===== src/desvr_pkg.sv =====
// Shared constants for the drive enable sequencer with velocity ramp.
package desvr_pkg;

    // Drive command codes sent toward the drive
    localparam logic [2:0] CMD_FAULT_RESET = 3'd0;
    localparam logic [2:0] CMD_SHUTDOWN    = 3'd1;
    localparam logic [2:0] CMD_SWITCH_ON   = 3'd2;
    localparam logic [2:0] CMD_ENABLE      = 3'd3;
    localparam logic [2:0] CMD_DISABLE     = 3'd4;

    // Enable sequence steps
    localparam logic [2:0] STEP_FAULT_RESET = 3'd0;
    localparam logic [2:0] STEP_SHUTDOWN    = 3'd1;
    localparam logic [2:0] STEP_SWITCH_ON   = 3'd2;
    localparam logic [2:0] STEP_MODE_WAIT   = 3'd3;
    localparam logic [2:0] STEP_ENABLE      = 3'd4;

    // Statusword decoding
    localparam logic [15:0] MASK_STATE  = 16'h006F;
    localparam logic [15:0] ST_READY    = 16'h0021;
    localparam logic [15:0] ST_SWITCHED = 16'h0023;
    localparam logic [15:0] ST_ENABLED  = 16'h0027;
    localparam int BIT_OP_ENABLED     = 2;
    localparam int BIT_TARGET_REACHED = 10;

    // Sequencer timing and ramp
    localparam logic [6:0] RESET_CYCLES     = 7'd50;
    localparam logic [6:0] MODE_WAIT_CYCLES = 7'd100;
    localparam logic signed [17:0] RAMP_STEP = 18'sd5;

    // Operation mode codes
    localparam logic signed [7:0] MODE_CSV = 8'sd9;
    localparam logic signed [7:0] MODE_PVM = 8'sd3;

    // Configuration register indexes
    localparam logic [2:0] REG_OP_MODE      = 3'd0;
    localparam logic [2:0] REG_STICK_CENTER = 3'd1;
    localparam logic [2:0] REG_DEADZONE     = 3'd2;
    localparam logic [2:0] REG_STICK_MIN    = 3'd3;
    localparam logic [2:0] REG_STICK_MAX    = 3'd4;
    localparam logic [2:0] REG_FULL_LIMIT   = 3'd5;
    localparam logic [2:0] REG_REDUCED_LIM  = 3'd6;

    // Divider for the joystick map: product of 8 x 16 bits over a 9-bit divisor
    localparam int DVD_W     = 24;
    localparam int DSR_W     = 9;
    localparam int DIV_STEPS = DVD_W;

endpackage


===== src/drive_enable_sequencer_velocity_ramp.sv =====
// Top level: drive enable sequencer with joystick velocity map and ramp.
//
// One input transfer per process-data cycle on the s_ channel carries the frame
// flags, statusword, shown mode and operator inputs; each transfer yields exactly
// one result transfer on the m_ channel with command, new-setpoint bit, velocity
// setpoint, operational flag and sequence step.
// From an input transfer the item passes through ST_PREP (the multiply), then the
// 24 steps of the restoring divider when the joystick map is evaluated, and
// ST_COMMIT, which sets m_tvalid. s_tready is high only while the sequencer is
// idle, so a new item is not taken until the last one is committed.
// A new item is taken while the previous result still waits on m_tready; the
// commit of that item then holds until the output register is free.
// Configuration writes on cfg_wr_en/cfg_addr/cfg_wdata take effect at once and
// are expected only between items. Indexes beyond the register list are ignored.
// Reset (aresetn low, synchronous) returns all but the latched item and divider
// registers to defaults, the sequencer to the fault-reset step and drops m_tvalid.
module drive_enable_sequencer_velocity_ramp
    import desvr_pkg::*;
(
    input  logic        aclk,
    input  logic        aresetn,
    input  logic        s_tvalid,
    output logic        s_tready,
    // frame_valid[0], stop_request[1], drive_status[17:2], mode_shown[25:18],
    // stick_position[33:26], speed_select[34], run_permit[35], motion_enable[36]
    input  logic [39:0] s_tdata,
    output logic        m_tvalid,
    input  logic        m_tready,
    // drive_command[2:0], new_setpoint[3], velocity_setpoint[21:4],
    // is_operational[22], init_stage[25:23]
    output logic [31:0] m_tdata,
    input  logic        cfg_wr_en,
    input  logic [2:0]  cfg_addr,
    input  logic [15:0] cfg_wdata
);

    typedef enum logic [1:0] {
        ST_IDLE,
        ST_PREP,
        ST_DIV,
        ST_COMMIT
    } fsm_t;

    fsm_t state_reg, state_next;
    logic m_tvalid_reg, m_tvalid_next;

    // configuration
    logic signed [7:0] op_mode_reg, op_mode_next;
    logic [7:0]  center_reg, center_next;
    logic [6:0]  deadzone_reg, deadzone_next;
    logic [7:0]  stick_min_reg, stick_min_next;
    logic [7:0]  stick_max_reg, stick_max_next;
    logic [15:0] full_lim_reg, full_lim_next;
    logic [15:0] red_lim_reg, red_lim_next;

    // sequencer and velocity state
    logic        oper_reg, oper_next;
    logic [2:0]  step_reg, step_next;
    logic [6:0]  wait_reg, wait_next;
    logic signed [17:0] ramped_reg, ramped_next;
    logic signed [17:0] goal_reg, goal_next;
    logic        pending_reg, pending_next;
    logic signed [17:0] sent_vel_reg, sent_vel_next;
    logic [2:0]  sent_cmd_reg, sent_cmd_next;
    logic        sent_newsp_reg, sent_newsp_next;

    // latched item
    logic        in_valid_reg, in_valid_next;
    logic        in_stop_reg, in_stop_next;
    logic [15:0] in_status_reg, in_status_next;
    logic signed [7:0] in_shown_reg, in_shown_next;
    logic [7:0]  in_pos_reg, in_pos_next;
    logic        in_fast_reg, in_fast_next;
    logic        in_permit_reg, in_permit_next;
    logic        in_motion_reg, in_motion_next;

    // joystick map divider
    logic [DVD_W-1:0] dvd_reg, dvd_next;
    logic [DSR_W-1:0] rem_reg, rem_next;
    logic [DSR_W-1:0] dsr_reg, dsr_next;
    logic [4:0]  cnt_reg, cnt_next;
    logic        neg_reg, neg_next;
    logic        zero_reg, zero_next;

    logic signed [9:0] lo_s, hi_s, pos_s, den_s, diff_hi, diff_lo, den_neg_s;
    logic              above, below;
    logic [7:0]        num;
    logic [15:0]       lim;
    logic [DSR_W-1:0]  den_mag;
    logic [DSR_W:0]    trial;
    logic [16:0]       mag;
    logic signed [17:0] mapped;
    logic [15:0]       st_masked;
    logic              work_map;

    assign s_tready = (state_reg == ST_IDLE);
    assign m_tvalid = m_tvalid_reg;
    assign m_tdata  = {6'd0, step_reg, oper_reg, sent_vel_reg, sent_newsp_reg, sent_cmd_reg};

    // joystick map front end: band edges, numerator and divisor
    always_comb begin
        lo_s    = signed'({2'b00, center_reg}) - signed'({3'b000, deadzone_reg});
        hi_s    = signed'({2'b00, center_reg}) + signed'({3'b000, deadzone_reg});
        pos_s   = signed'({2'b00, in_pos_reg});
        above   = pos_s > hi_s;
        below   = pos_s < lo_s;
        diff_hi = pos_s - hi_s;
        diff_lo = lo_s - pos_s;
        num     = above ? diff_hi[7:0] : diff_lo[7:0];
        den_s   = above ? (signed'({2'b00, stick_max_reg}) - hi_s)
                        : (lo_s - signed'({2'b00, stick_min_reg}));
        den_neg_s = -den_s;
        den_mag = den_s[9] ? den_neg_s[DSR_W-1:0] : den_s[DSR_W-1:0];
        lim     = in_fast_reg ? full_lim_reg : red_lim_reg;
        trial   = {rem_reg, dvd_reg[DVD_W-1]};
        // clamp quotient magnitude to the selected limit, then apply sign
        mag     = (dvd_reg > DVD_W'(lim)) ? {1'b0, lim} : {1'b0, dvd_reg[15:0]};
        if (zero_reg) begin
            mapped = '0;
        end else if (neg_reg) begin
            mapped = -signed'({1'b0, mag});
        end else begin
            mapped = signed'({1'b0, mag});
        end
        st_masked = in_status_reg & MASK_STATE;
        work_map  = in_valid_reg && !in_stop_reg && oper_reg
                    && in_status_reg[BIT_OP_ENABLED] && in_permit_reg && in_motion_reg;
    end

    always_comb begin
        state_next      = state_reg;
        m_tvalid_next   = m_tvalid_reg;
        op_mode_next    = op_mode_reg;
        center_next     = center_reg;
        deadzone_next   = deadzone_reg;
        stick_min_next  = stick_min_reg;
        stick_max_next  = stick_max_reg;
        full_lim_next   = full_lim_reg;
        red_lim_next    = red_lim_reg;
        oper_next       = oper_reg;
        step_next       = step_reg;
        wait_next       = wait_reg;
        ramped_next     = ramped_reg;
        goal_next       = goal_reg;
        pending_next    = pending_reg;
        sent_vel_next   = sent_vel_reg;
        sent_cmd_next   = sent_cmd_reg;
        sent_newsp_next = sent_newsp_reg;
        in_valid_next   = in_valid_reg;
        in_stop_next    = in_stop_reg;
        in_status_next  = in_status_reg;
        in_shown_next   = in_shown_reg;
        in_pos_next     = in_pos_reg;
        in_fast_next    = in_fast_reg;
        in_permit_next  = in_permit_reg;
        in_motion_next  = in_motion_reg;
        dvd_next        = dvd_reg;
        rem_next        = rem_reg;
        dsr_next        = dsr_reg;
        cnt_next        = cnt_reg;
        neg_next        = neg_reg;
        zero_next       = zero_reg;

        if (m_tvalid_reg && m_tready) begin
            m_tvalid_next = 1'b0;
        end

        if (cfg_wr_en) begin
            case (cfg_addr)
                REG_OP_MODE:      op_mode_next   = signed'(cfg_wdata[7:0]);
                REG_STICK_CENTER: center_next    = cfg_wdata[7:0];
                REG_DEADZONE:     deadzone_next  = cfg_wdata[6:0];
                REG_STICK_MIN:    stick_min_next = cfg_wdata[7:0];
                REG_STICK_MAX:    stick_max_next = cfg_wdata[7:0];
                REG_FULL_LIMIT:   full_lim_next  = cfg_wdata;
                REG_REDUCED_LIM:  red_lim_next   = cfg_wdata;
                default: ;
            endcase
        end

        case (state_reg)
            ST_IDLE: begin
                if (s_tvalid) begin
                    in_valid_next  = s_tdata[0];
                    in_stop_next   = s_tdata[1];
                    in_status_next = s_tdata[17:2];
                    in_shown_next  = signed'(s_tdata[25:18]);
                    in_pos_next    = s_tdata[33:26];
                    in_fast_next   = s_tdata[34];
                    in_permit_next = s_tdata[35];
                    in_motion_next = s_tdata[36];
                    state_next     = ST_PREP;
                end
            end
            ST_PREP: begin
                dvd_next  = DVD_W'(num) * DVD_W'(lim);
                rem_next  = '0;
                dsr_next  = den_mag;
                cnt_next  = '0;
                neg_next  = den_s[9] ^ below;
                zero_next = !(above || below) || (den_mag == '0);
                if (work_map && (above || below) && (den_mag != '0)) begin
                    state_next = ST_DIV;
                end else begin
                    state_next = ST_COMMIT;
                end
            end
            ST_DIV: begin
                // one restoring step per cycle; quotient shifts into dvd
                if (trial >= {1'b0, dsr_reg}) begin
                    rem_next = DSR_W'(trial - {1'b0, dsr_reg});
                    dvd_next = {dvd_reg[DVD_W-2:0], 1'b1};
                end else begin
                    rem_next = trial[DSR_W-1:0];
                    dvd_next = {dvd_reg[DVD_W-2:0], 1'b0};
                end
                cnt_next = cnt_reg + 5'd1;
                if (cnt_reg == 5'(DIV_STEPS - 1)) begin
                    state_next = ST_COMMIT;
                end
            end
            ST_COMMIT: begin
                if (!m_tvalid_reg || m_tready) begin
                    m_tvalid_next = 1'b1;
                    state_next    = ST_IDLE;
                    if (in_stop_reg) begin
                        sent_vel_next   = '0;
                        sent_cmd_next   = CMD_DISABLE;
                        sent_newsp_next = 1'b0;
                    end else if (in_valid_reg && oper_reg) begin
                        if (!in_status_reg[BIT_OP_ENABLED]) begin
                            // enable bit lost: restart sequence, outputs repeat
                            oper_next = 1'b0;
                            step_next = STEP_FAULT_RESET;
                            wait_next = '0;
                        end else begin
                            if (!in_permit_reg) begin
                                goal_next = '0;
                            end else if (in_motion_reg) begin
                                goal_next = mapped;
                            end else begin
                                sent_vel_next = '0;
                            end
                            sent_newsp_next = 1'b0;
                            if (op_mode_reg == MODE_CSV) begin
                                if (goal_next > ramped_reg) begin
                                    ramped_next = ramped_reg + RAMP_STEP;
                                end else if (goal_next < ramped_reg) begin
                                    ramped_next = ramped_reg - RAMP_STEP;
                                end
                                sent_vel_next = ramped_next;
                            end else if (op_mode_reg == MODE_PVM) begin
                                if (goal_next != ramped_reg) begin
                                    sent_vel_next   = goal_next;
                                    ramped_next     = goal_next;
                                    sent_newsp_next = 1'b1;
                                    pending_next    = 1'b1;
                                end else if (pending_reg
                                             && in_status_reg[BIT_TARGET_REACHED]) begin
                                    pending_next = 1'b0;
                                end
                            end
                            sent_cmd_next = CMD_ENABLE;
                        end
                    end else if (in_valid_reg) begin
                        case (step_reg)
                            STEP_FAULT_RESET: begin
                                sent_cmd_next   = CMD_FAULT_RESET;
                                sent_newsp_next = 1'b0;
                                wait_next       = wait_reg + 7'd1;
                                if (wait_reg >= RESET_CYCLES) begin
                                    step_next = STEP_SHUTDOWN;
                                    wait_next = '0;
                                end
                            end
                            STEP_SHUTDOWN: begin
                                sent_cmd_next   = CMD_SHUTDOWN;
                                sent_newsp_next = 1'b0;
                                if (st_masked == ST_READY) begin
                                    step_next = STEP_SWITCH_ON;
                                end
                            end
                            STEP_SWITCH_ON: begin
                                sent_cmd_next   = CMD_SWITCH_ON;
                                sent_newsp_next = 1'b0;
                                if (st_masked == ST_SWITCHED) begin
                                    step_next = STEP_MODE_WAIT;
                                end
                            end
                            STEP_MODE_WAIT: begin
                                // command is left as it was
                                if (in_shown_reg == op_mode_reg) begin
                                    step_next = STEP_ENABLE;
                                    wait_next = '0;
                                end else begin
                                    wait_next = wait_reg + 7'd1;
                                    if (wait_reg >= MODE_WAIT_CYCLES) begin
                                        step_next = STEP_ENABLE;
                                        wait_next = '0;
                                    end
                                end
                            end
                            STEP_ENABLE: begin
                                sent_cmd_next   = CMD_ENABLE;
                                sent_newsp_next = 1'b0;
                                if (st_masked == ST_ENABLED) begin
                                    oper_next    = 1'b1;
                                    pending_next = 1'b0;
                                end
                            end
                            default: begin
                                step_next = STEP_FAULT_RESET;
                                wait_next = '0;
                            end
                        endcase
                    end
                end
            end
            default: state_next = ST_IDLE;
        endcase
    end

    always_ff @(posedge aclk) begin
        if (!aresetn) begin
            state_reg      <= ST_IDLE;
            m_tvalid_reg   <= 1'b0;
            op_mode_reg    <= MODE_CSV;
            center_reg     <= 8'd128;
            deadzone_reg   <= 7'd10;
            stick_min_reg  <= 8'd4;
            stick_max_reg  <= 8'd252;
            full_lim_reg   <= 16'd2700;
            red_lim_reg    <= 16'd1500;
            oper_reg       <= 1'b0;
            step_reg       <= STEP_FAULT_RESET;
            wait_reg       <= '0;
            ramped_reg     <= '0;
            goal_reg       <= '0;
            pending_reg    <= 1'b0;
            sent_vel_reg   <= '0;
            sent_cmd_reg   <= CMD_FAULT_RESET;
            sent_newsp_reg <= 1'b0;
        end else begin
            state_reg      <= state_next;
            m_tvalid_reg   <= m_tvalid_next;
            op_mode_reg    <= op_mode_next;
            center_reg     <= center_next;
            deadzone_reg   <= deadzone_next;
            stick_min_reg  <= stick_min_next;
            stick_max_reg  <= stick_max_next;
            full_lim_reg   <= full_lim_next;
            red_lim_reg    <= red_lim_next;
            oper_reg       <= oper_next;
            step_reg       <= step_next;
            wait_reg       <= wait_next;
            ramped_reg     <= ramped_next;
            goal_reg       <= goal_next;
            pending_reg    <= pending_next;
            sent_vel_reg   <= sent_vel_next;
            sent_cmd_reg   <= sent_cmd_next;
            sent_newsp_reg <= sent_newsp_next;
        end
        in_valid_reg  <= in_valid_next;
        in_stop_reg   <= in_stop_next;
        in_status_reg <= in_status_next;
        in_shown_reg  <= in_shown_next;
        in_pos_reg    <= in_pos_next;
        in_fast_reg   <= in_fast_next;
        in_permit_reg <= in_permit_next;
        in_motion_reg <= in_motion_next;
        dvd_reg       <= dvd_next;
        rem_reg       <= rem_next;
        dsr_reg       <= dsr_next;
        cnt_reg       <= cnt_next;
        neg_reg       <= neg_next;
        zero_reg      <= zero_next;
    end

    // the operational phase is only entered from, and left back to, known steps
    assert property (@(posedge aclk) disable iff (!aresetn)
        oper_reg |-> (step_reg == STEP_ENABLE))
        else $error("operational phase outside enable step");

    // once an item is taken the block stays busy for at least the next cycle
    assert property (@(posedge aclk) disable iff (!aresetn)
        (s_tvalid && s_tready) |=> !s_tready)
        else $error("input taken while previous item in progress");

    // the ramp can overshoot the limit by less than one step only
    assert property (@(posedge aclk) disable iff (!aresetn)
        (sent_vel_reg <= 18'sd65539) && (sent_vel_reg >= -18'sd65539))
        else $error("velocity setpoint out of range");

    // wait counter never runs past the longest timed step
    assert property (@(posedge aclk) disable iff (!aresetn)
        wait_reg <= (MODE_WAIT_CYCLES + 7'd1))
        else $error("wait counter overrun");

endmodule

===== config.mk =====
export PLATFORM = sky130hd
export DESIGN_NAME = drive_enable_sequencer_velocity_ramp
export DESIGN_NICKNAME = d
export VERILOG_FILES = /design/src/desvr_pkg.sv /design/src/drive_enable_sequencer_velocity_ramp.sv
export SDC_FILE = /design/constraint.sdc
export NUM_CORES = 1
export LEC_CHECK = 0
export BUFFER_PORTS_ARGS = -buffer_cell sky130_fd_sc_hd__buf_2
export CORE_ASPECT_RATIO = 0.9
export CORE_UTILIZATION = 59
export DETAILED_ROUTE_END_ITERATION = 16
export PLACE_DENSITY = 0.77
export SLEW_MARGIN = 20
export SYNTH_ARGS = -nofsm -noshare
export SYNTH_HDL_FRONTEND = slang
export SYNTH_SLANG_ARGS = --single-unit

===== constraint.sdc =====
create_clock -name aclk -period 11.62 [get_ports aclk]
set_input_delay 2.324 -clock aclk [delete_from_list [all_inputs] [get_ports aclk]]
set_output_delay 2.324 -clock aclk [all_outputs]
set_load 0.005 [all_outputs]

==> results of run 1 <==
==> cell families (layout without fill, tap and decap cells) <==
kind of cell | count (synthesis) | count (layout)
compound gates | 507 | 507
xor+xnor | 93 | 93
fa+ha+maj | 243 | 243
buf+inv | 336 | 381
flops | 219 | 219
mux | 62 | 62
other cells | 1 | 7
simple gates | 833 | 833
==> worst min path at each step <==
stage / start / endpoint / slack [ps]
finish: sent_vel_reg[10] / sent_vel_reg[10] / 450
floorplan: full_lim_reg[10] / full_lim_reg[10] / 430
detailed placement: full_lim_reg[10] / full_lim_reg[10] / 440
global route: red_lim_reg[12] / red_lim_reg[12] / 470
CTS: full_lim_reg[10] / full_lim_reg[10] / 450
global placement: sent_vel_reg[10] / sent_vel_reg[10] / 440
==> tightest hold or removal path, cell delays in order (launching register included) <==
cell and delay [ps]:
dfxtp_1 320, nand2_1 50, nand2_1 40
==> metal layers <==
| metal | vias up | GRT usage |
|---|---|---|
| met2 | 748 | 0.491 |
| met1 | 8107 | 0.415 |
| met4 | 3 | 0.122 |
| met3 | 122 | 0.0526 |
| li1 | 8031 | - |
| met5 | - | 0.0277 |
==> per-stage QoR <==
| step | std cells | util | setup slack, ps | instance area [um2] | hold slack [ps] |
|---|---|---|---|---|---|
| floorplan | 2299 | - | 3520 | 18900 | 433 |
| global placement | 2707 | 0.628 | 1940 | 19600 | 436 |
| detailed placement | 2707 | 0.629 | 1750 | 19600 | 443 |
| CTS | 2753 | 0.654 | 1700 | 20400 | 452 |
| global route | 2754 | 0.654 | 978 | 20400 | 473 |
| finish | 2754 | 0.654 | 1560 | 20400 | 452 |
==> layout make-up <==
cell class,count,share of cell area
Multi-Input combinational cell,1744,0.612
Sequential cell,219,0.252
Inverter,226,0.0415
Clock buffer,38,0.0360
Timing Repair Buffer,109,0.0305
Tap cell,409,0.0251
Clock inverter,8,0.00270
Antenna cell,1,0.000123
==> cells in the mapped netlist (all sizes together) (22+ instances only) <==
cell    count
nand2     270
inv       223
nor2      216
ha        149
a21oi     147
dfxtp     143
o21ai     119
fa         91
clkbuf     89
edfxtp     76
nand3      70
xnor2      65
nor3       44
mux2i      41
nand2b     36
nor2b      35
nand4      34
a21o       27
xor2       27
a211oi     22
==> results.sh, run 1 <==
export IMPL_synth_compound_area_frac=0.173
export IMPL_vias_per_cell=6.18
export IMPL_synth_async_reset_ratio=0
export IMPL_cts_tree="built"
export IMPL_wl_met1_um=21400
export IMPL_setup_viol=0
export IMPL_synthXorXnorAreaFrac=0.0438
export IMPL_ant_nets=0
export IMPL_ys_ff_latch=219
export IMPL_cts_sinks=219
export IMPL_synth_top_family_by_area="simple AND/OR/NAND/NOR gates"
export IMPL_fill_cells=2630
export IMPL_portBuffers=78
export IMPL_slew_headroom=0.346
export IMPL_startpoint="deadzone_reg[2]"
export IMPL_hold_path_depth=2
export IMPL_path_max_fanout=26
export IMPL_grt_pass1_vias=16100
export IMPL_slew_viol_final=0
export IMPL_routed_wirelength_um=50400
export IMPL_tightest_slew_ps=969
export IMPL_drive_gt1_frac=0.0853
export IMPL_synth_warnings=0
export IMPL_numCtsBuffers=25
export IMPL_syn_inst=2294
export IMPL_cpMostUsedCell="inv_1"
export IMPL_cts_root_buf="clkbuf_16"
export IMPL_synth_mux_area_frac=0.0362
export IMPL_h_tree_depth=1
export IMPL_final_cell_mix="270 x nand2_1, 222 x inv_1, 214 x nor2_1, 148 x ha_1, 147 x a21oi_1"
export IMPL_grt_pass1_wl_um=81100
export IMPL_hold_buffers=0
export IMPL_synth_top_area_frac=0.151
export IMPL_cp_arrival_ps=10360
export IMPL_drc=0
export IMPL_met2_length_um=22600
export IMPL_place_congestion=1.01
export IMPL_drtIter0Drc=1400
export IMPL_synth_fa_ha_area_frac=0.196
export IMPL_wire_per_inst_um=18.3
export IMPL_die_y_um=172
export IMPL_yosys_area_share_simple=0.209
export IMPL_layout_commonest_cell="nand2_1"
export IMPL_dp_hpwl_um=37000
export IMPL_largest_register_ffs=24
export IMPL_die_w_um=191
export IMPL_vias=17000
export IMPL_synth_top_area_cell="dfxtp_1"
export IMPL_cts_setup_buffers=0
export IMPL_endpoint_kind="flip-flop"
export IMPL_setup_tns_ps=0
export IMPL_r2r_start="deadzone_reg[2]"
export IMPL_r2r_slack_ps=1560
export IMPL_ctsResizeCount=0
export IMPL_rsz0062_at_grt="no"
export IMPL_ys_seq_area_frac=0.272
export IMPL_top_layer_used="met5"
export IMPL_initial_core_util=0.606
export IMPL_grt_total_usage=0.309
export IMPL_fp_row_count=61
export IMPL_skew_ps=12.5
export IMPL_slowest_stage="o41ai_1"
export IMPL_finalCriticalPeriod_ps=10060
export IMPL_cp_required_ps=11920
export IMPL_r2r_end="dvd_reg[21]"
export IMPL_critical_path_class="flip-flop to flip-flop"
export IMPL_avgSynthCellArea_um2=8.25
export IMPL_worstHoldPathType="flip-flop to flip-flop"
export IMPL_first_pass_iters=6
export IMPL_finalNetCount=2629
export IMPL_grt_max_degree=68
export IMPL_synth_edff_count=76
export IMPL_timing_fmax_mhz=99.4
export IMPL_clkTransAtPathRegs_ps=60
export IMPL_ff2ff_path_depth=33
export IMPL_syn_area_um2=18900
export IMPL_cts_path_max_buffers=3
export IMPL_cp_start_kind="flip-flop"
export IMPL_io_pins=98
export IMPL_met3_length_um=4320
export IMPL_critPathTopFamily="compound AO/OA/AOI/OAI gates"
export IMPL_grt_ovfl_total=0
export IMPL_max_stage_delay_ps=900
export IMPL_final_hold_viol_count=0
export IMPL_max_cap_violations=0
export IMPL_ys_types=89
export IMPL_timing_final_crit_share=0.866
export IMPL_core_area_um2=31200
export IMPL_synth_area_leaders="dfxtp_1 15%, edfxtp_1 12%, ha_1 9.9%, fa_1 9.6%, nand2_1 5.4%"
export IMPL_worst_path_stages=33
export IMPL_outcome="complete, no violations"
export IMPL_antenna_found_initial=2
export IMPL_seqCellArea_um2=5140
export IMPL_insertion_delay_ps=560
export IMPL_area_growth_pct=7.92
export IMPL_die_area_um2=32800
export IMPL_path_buf_inv=6
export IMPL_ys_flop_type="dfxtp_1"
export IMPL_multiInputGateArea_um2=12500
export IMPL_setup_worst_path_end="dvd_reg[21]"
Power of run 1 is left out: the tool's default activity adds up to more than one toggle a clock period on the data nets, which glitch-free logic cannot reach.
==> run 2, diff against run 1 <==
MAX_ROUTING_LAYER = met4   (was default)
==> run 2 against run 1 <==
  * Final cell count about the same
  * Highest routed layer is now met4
  * First-iteration DRC count grew 19%
  * Critical path type unchanged
  * Sequential share of layout area down 0.066 points
  * Clock-buffer cell count fell by 4
  * Hold slack worse by 0.58 ps
  * Critical endpoint unchanged
  * Routed wire length rose by 2.2%
==> results.sh, run 2 (synthesized netlist as in run 1, its figures left out) <==
export IMPL_grt_pass1_wl_um=82600
export IMPL_hold_path_depth=2
export IMPL_grt_pass1_vias=16000
export IMPL_grt_max_degree=73
export IMPL_hold_buffers=0
export IMPL_slew_viol_final=0
export IMPL_initial_core_util=0.606
export IMPL_insertion_delay_ps=560
export IMPL_r2r_slack_ps=1610
export IMPL_die_area_um2=32800
export IMPL_cpMostUsedCell="inv_1"
export IMPL_wire_per_inst_um=18.7
export IMPL_first_pass_iters=6
export IMPL_core_area_um2=31200
export IMPL_place_congestion=0.964
export IMPL_drc=0
export IMPL_ant_nets=0
export IMPL_numCtsBuffers=25
export IMPL_ff2ff_path_depth=33
export IMPL_ctsResizeCount=0
export IMPL_area_growth_pct=8.20
export IMPL_r2r_end="dvd_reg[21]"
export IMPL_drive_gt1_frac=0.0848
export IMPL_vias=17100
export IMPL_cts_setup_buffers=0
export IMPL_die_y_um=172
export IMPL_h_tree_depth=1
export IMPL_finalNetCount=2631
export IMPL_final_cell_mix="270 x nand2_1, 222 x inv_1, 215 x nor2_1, 148 x ha_1, 147 x a21oi_1"
export IMPL_io_pins=98
export IMPL_setup_tns_ps=0
export IMPL_portBuffers=78
export IMPL_finalCriticalPeriod_ps=10010
export IMPL_die_w_um=191
export IMPL_cts_root_buf="clkbuf_16"
export IMPL_cp_arrival_ps=10310
export IMPL_path_max_fanout=26
export IMPL_diodes=0
export IMPL_cp_required_ps=11920
export IMPL_rsz0062_at_grt="no"
export IMPL_final_hold_viol_count=0
export IMPL_dp_hpwl_um=38100
export IMPL_setup_viol=0
export IMPL_routed_wirelength_um=51500
export IMPL_slew_headroom=0.346
export IMPL_cts_path_max_buffers=3
export IMPL_grt_total_usage=0.322
export IMPL_tightest_slew_ps=969
export IMPL_fill_cells=2611
export IMPL_fp_row_count=61
export IMPL_cts_tree="built"
export IMPL_fin_hold_ws_ps=451
export IMPL_worstHoldPathType="flip-flop to flip-flop"
export IMPL_slowest_stage="o41ai_1"
export IMPL_largest_register_ffs=24
export IMPL_timing_fmax_mhz=99.9
export IMPL_cts_sinks=219
export IMPL_cp_start_kind="flip-flop"
export IMPL_max_cap_violations=0
export IMPL_skew_ps=14.4
export IMPL_holdPathEnd="sent_cmd_reg[1]"
export IMPL_layout_commonest_cell="nand2_1"
export IMPL_critical_path_class="flip-flop to flip-flop"
export IMPL_grt_ovfl_total=0
export IMPL_outcome="complete, no violations"
export IMPL_antenna_found_initial=0
export IMPL_r2r_start="deadzone_reg[2]"
export IMPL_clkTransAtPathRegs_ps=60
export IMPL_timing_final_crit_share=0.862
export IMPL_vias_per_cell=6.19
export IMPL_max_stage_delay_ps=910
export IMPL_endpoint_kind="flip-flop"
export IMPL_drtIter0Drc=1662
export IMPL_min_delay_start="sent_cmd_reg[1]"
[run 2: per-layer routing]
layer,part of all wire,GRT usage,vias up
li1,-,-,8033
met1,0.44,0.435,8195
met2,0.46,0.513,728
met3,0.073,0.0369,94
met4,0.027,0.0870,0
met5,0,-,-
[run 2: through the flow]
step / std cells / instance area (um2) / setup WS, ps / utilization
floorplan: 2299 / 18900 / 3520 / -
global placement: 2709 / 19600 / 1900 / 0.629
detailed placement: 2709 / 19600 / 1830 / 0.629
CTS: 2755 / 20500 / 1780 / 0.656
global route: 2755 / 20500 / 995 / 0.656
finish: 2755 / 20500 / 1610 / 0.656
[run 2: area by class of cell]
cell class              count  area [um2]  share of cell area
flip-flops and latches    219        5140               0.251
clock inverters            12         123             0.00599
repair buffers            111         638              0.0312
clock buffers              34         712              0.0348
multi-input cells        1744       12500               0.610
well taps                 409         512              0.0250
inverters                 226         848              0.0414
[run 2: how the worst max path moves through the flow]
stage / startpoint / to / slack (ps) / cells past startpoint
2_1_floorplan: deadzone_reg[2] / dvd_reg[21] / 3520 / 34
3_3_place_gp: deadzone_reg[2] / dvd_reg[21] / 1900 / 33
3_5_place_dp: deadzone_reg[1] / dvd_reg[21] / 1830 / 33
4_1_cts: deadzone_reg[1] / dvd_reg[21] / 1780 / 33
5_1_grt: deadzone_reg[1] / dvd_reg[21] / 990 / 33
6_report: deadzone_reg[2] / dvd_reg[21] / 1610 / 33
[run 2: critical path, delay by kind of cell (launching register included)]
family          cells  cell delay, ps
flops               1             350
mux                 2             480
buf+inv             6             860
compound gates     13            3990
simple gates        3             540
xor+xnor            2             330
fa+ha+maj           7            3170
Power of run 2 is left out for the same reason.
==> run 3, diff against run 2 <==
ABC_AREA = 1   (was default)
==> run 3 against run 2 <==
  * Area after synthesis decreased by 4.0%
  * Core utilization increased by 0.13 points
  * Non-clock buffer count decreased by 11
  * Clock skew increased by 15 ps
  * Register-to-register slack improved by 1000 ps
  * Die area decreased by 4.0%
  * Design area decreased by 3.4%
  * Flip-flop and latch count unchanged
  * Via count decreased by 3.9%
  * Fmax increased by 11%
  * Final cell count increased by 6.6%
  * Critical path type unchanged
  * Largest cell class unchanged
  * Highest routed layer unchanged
==> results.sh, run 3 <==
export IMPL_cts_path_max_buffers=3
export IMPL_drive_gt1_frac=0.0856
export IMPL_synth_edff_count=76
export IMPL_numCtsBuffers=25
export IMPL_max_stage_delay_ps=540
export IMPL_cts_setup_buffers=0
export IMPL_vias=16400
export IMPL_synth_top_area_frac=0.158
export IMPL_cts_tree="built"
export IMPL_final_hold_viol_count=0
export IMPL_slew_headroom=0.297
export IMPL_tightest_slew_ps=1050
export IMPL_path_buf_inv=6
export IMPL_ant_nets=0
export IMPL_portBuffers=78
export IMPL_die_y_um=168
export IMPL_h_tree_depth=1
export IMPL_syn_area_um2=18200
export IMPL_finalNetCount=2819
export IMPL_cts_root_buf="clkbuf_16"
export IMPL_endpoint_kind="flip-flop"
export IMPL_cp_required_ps=11880
export IMPL_grt_ovfl_total=0
export IMPL_hold_buffers=0
export IMPL_grt_pass1_wl_um=76000
export IMPL_finalCriticalPeriod_ps=8990
export IMPL_path_max_fanout=27
export IMPL_ys_top_cells_by_count="462 x nand2_1, 378 x inv_1, 300 x nor2_1, 184 x a21oi_1, 175 x o21ai_0"
export IMPL_grt_total_usage=0.306
export IMPL_outcome="complete, no violations"
export IMPL_synth_top_area_cell="dfxtp_1"
export IMPL_slowest_stage="fa_1"
export IMPL_synth_warnings=0
export IMPL_synth_async_reset_ratio=0
export IMPL_final_cell_mix="462 x nand2_1, 378 x inv_1, 299 x nor2_1, 184 x a21oi_1, 175 x o21ai_0"
export IMPL_layout_commonest_cell="nand2_1"
export IMPL_ys_ff_latch=219
export IMPL_skew_ps=29.5
export IMPL_grt_pass1_vias=15600
export IMPL_use_met1=0.393
export IMPL_critPathTopFamily="adder cells"
export IMPL_drc=0
export IMPL_clkTransAtPathRegs_ps=60
export IMPL_antenna_found_initial=0
export IMPL_wire_per_inst_um=15.8
export IMPL_grt_use_met3=0.0346
export IMPL_use_met2=0.499
export IMPL_diodes=0
export IMPL_die_area_um2=31500
export IMPL_fp_row_count=60
export IMPL_avgSynthCellArea_um2=7.40
export IMPL_routed_wirelength_um=46400
export IMPL_timing_fmax_mhz=111
export IMPL_timing_final_crit_share=0.774
export IMPL_max_cap_violations=0
export IMPL_slew_viol_final=0
export IMPL_rsz0062_at_grt="no"
export IMPL_grt_max_degree=78
export IMPL_initial_core_util=0.603
export IMPL_core_area_um2=30100
export IMPL_cts_sinks=219
export IMPL_worstHoldPathType="flip-flop to flip-flop"
export IMPL_synth_area_leaders="dfxtp_1 16%, edfxtp_1 13%, ha_1 10%, fa_1 10%, nand2_1 9.6%"
export IMPL_dp_hpwl_um=34800
export IMPL_vias_per_cell=5.58
export IMPL_setup_viol=0
export IMPL_die_w_um=187
export IMPL_ys_types=63
export IMPL_ctsResizeCount=0
export IMPL_yosysMostFrequentCell="nand2_1"
export IMPL_ys_seq_area_frac=0.283
export IMPL_largest_register_ffs=24
export IMPL_drtIter0Drc=1311
export IMPL_place_congestion=0.987
export IMPL_top_usage_layer="met2"
export IMPL_area_growth_pct=8.94
export IMPL_first_pass_iters=6
export IMPL_cp_arrival_ps=9250
export IMPL_syn_inst=2455
export IMPL_io_pins=98
export IMPL_critical_path_class="flip-flop to flip-flop"
export IMPL_cp_start_kind="flip-flop"
export IMPL_insertion_delay_ps=550
export IMPL_setup_tns_ps=0
export IMPL_ys_flop_type="dfxtp_1"
[run 3: changes by cell type after synthesis, moves of 23 or more]
cell / previous run / this run
o21ai_0: 98 / 175
xnor2_1: 65 / 12
nand2b_1: 36 / 0
nor3_1: 44 / 20
a21o_1: 27 / 4
inv_1: 222 / 378
nor2_1: 216 / 300
xor2_1: 27 / 50
nor2b_1: 35 / 0
clkbuf_1: 89 / 49
mux2i_1: 41 / 5
a21oi_1: 147 / 184
nand3_1: 70 / 111
nand2_1: 270 / 462
[run 3: worst paths after layout]
check                    from               end  slack, ps  depth (start not counted)
max           deadzone_reg[0]       dvd_reg[23]       2630                         39
min          full_lim_reg[13]  full_lim_reg[13]        460                          2
max reg2reg   deadzone_reg[0]       dvd_reg[23]       2630                         39
min reg2reg  full_lim_reg[13]  full_lim_reg[13]        460                          2
[run 3: layout make-up]
class	count	area, um2
tap	403	504
clock buffer	39	773
timing repair buffer	100	556
inverter	393	1480
sequential	219	5140
clock inverter	7	106
fill	2576	10300
multi-input combinational	1776	11200
[run 3: kinds of logic (layout without fill, tap and decap cells)]
| family | count (synthesis) | in the layout | synth area share |
|---|---|---|---|
| flops | 219 | 219 | 0.283 |
| fa+ha+maj | 240 | 240 | 0.203 |
| compound gates | 474 | 474 | 0.146 |
| other cells | 1 | 6 | 0.000207 |
| simple gates | 988 | 988 | 0.233 |
| xor+xnor | 62 | 62 | 0.0299 |
| mux | 6 | 6 | 0.00351 |
| buf+inv | 465 | 539 | 0.100 |
[run 3: metrics by stage]
step	setup WS, ps	hold slack [ps]	instances	cell area, um2	util
after floorplan	3900	428	2460	18200	-
after global placement	2870	437	2891	18900	0.628
after detailed placement	2740	450	2891	18900	0.628
after CTS	2680	461	2937	19800	0.657
after global routing	2010	485	2937	19800	0.657
final	2630	458	2937	19800	0.657
[run 3: tightest hold or removal path: stages (launching register included)]
cell     delay, ps
dfxtp_1        300
inv_1           60
a21oi_1         60
[run 3: metal layers]
metal  share of wire  vias to the layer above  routed length, um
met3           0.065                      118               3020
met4           0.038                        0               1750
met1            0.44                     7668              20400
li1                -                     8062                  -
met5               0                        -                  0
met2            0.46                      535              21200
Power of run 3 is left out for the same reason.
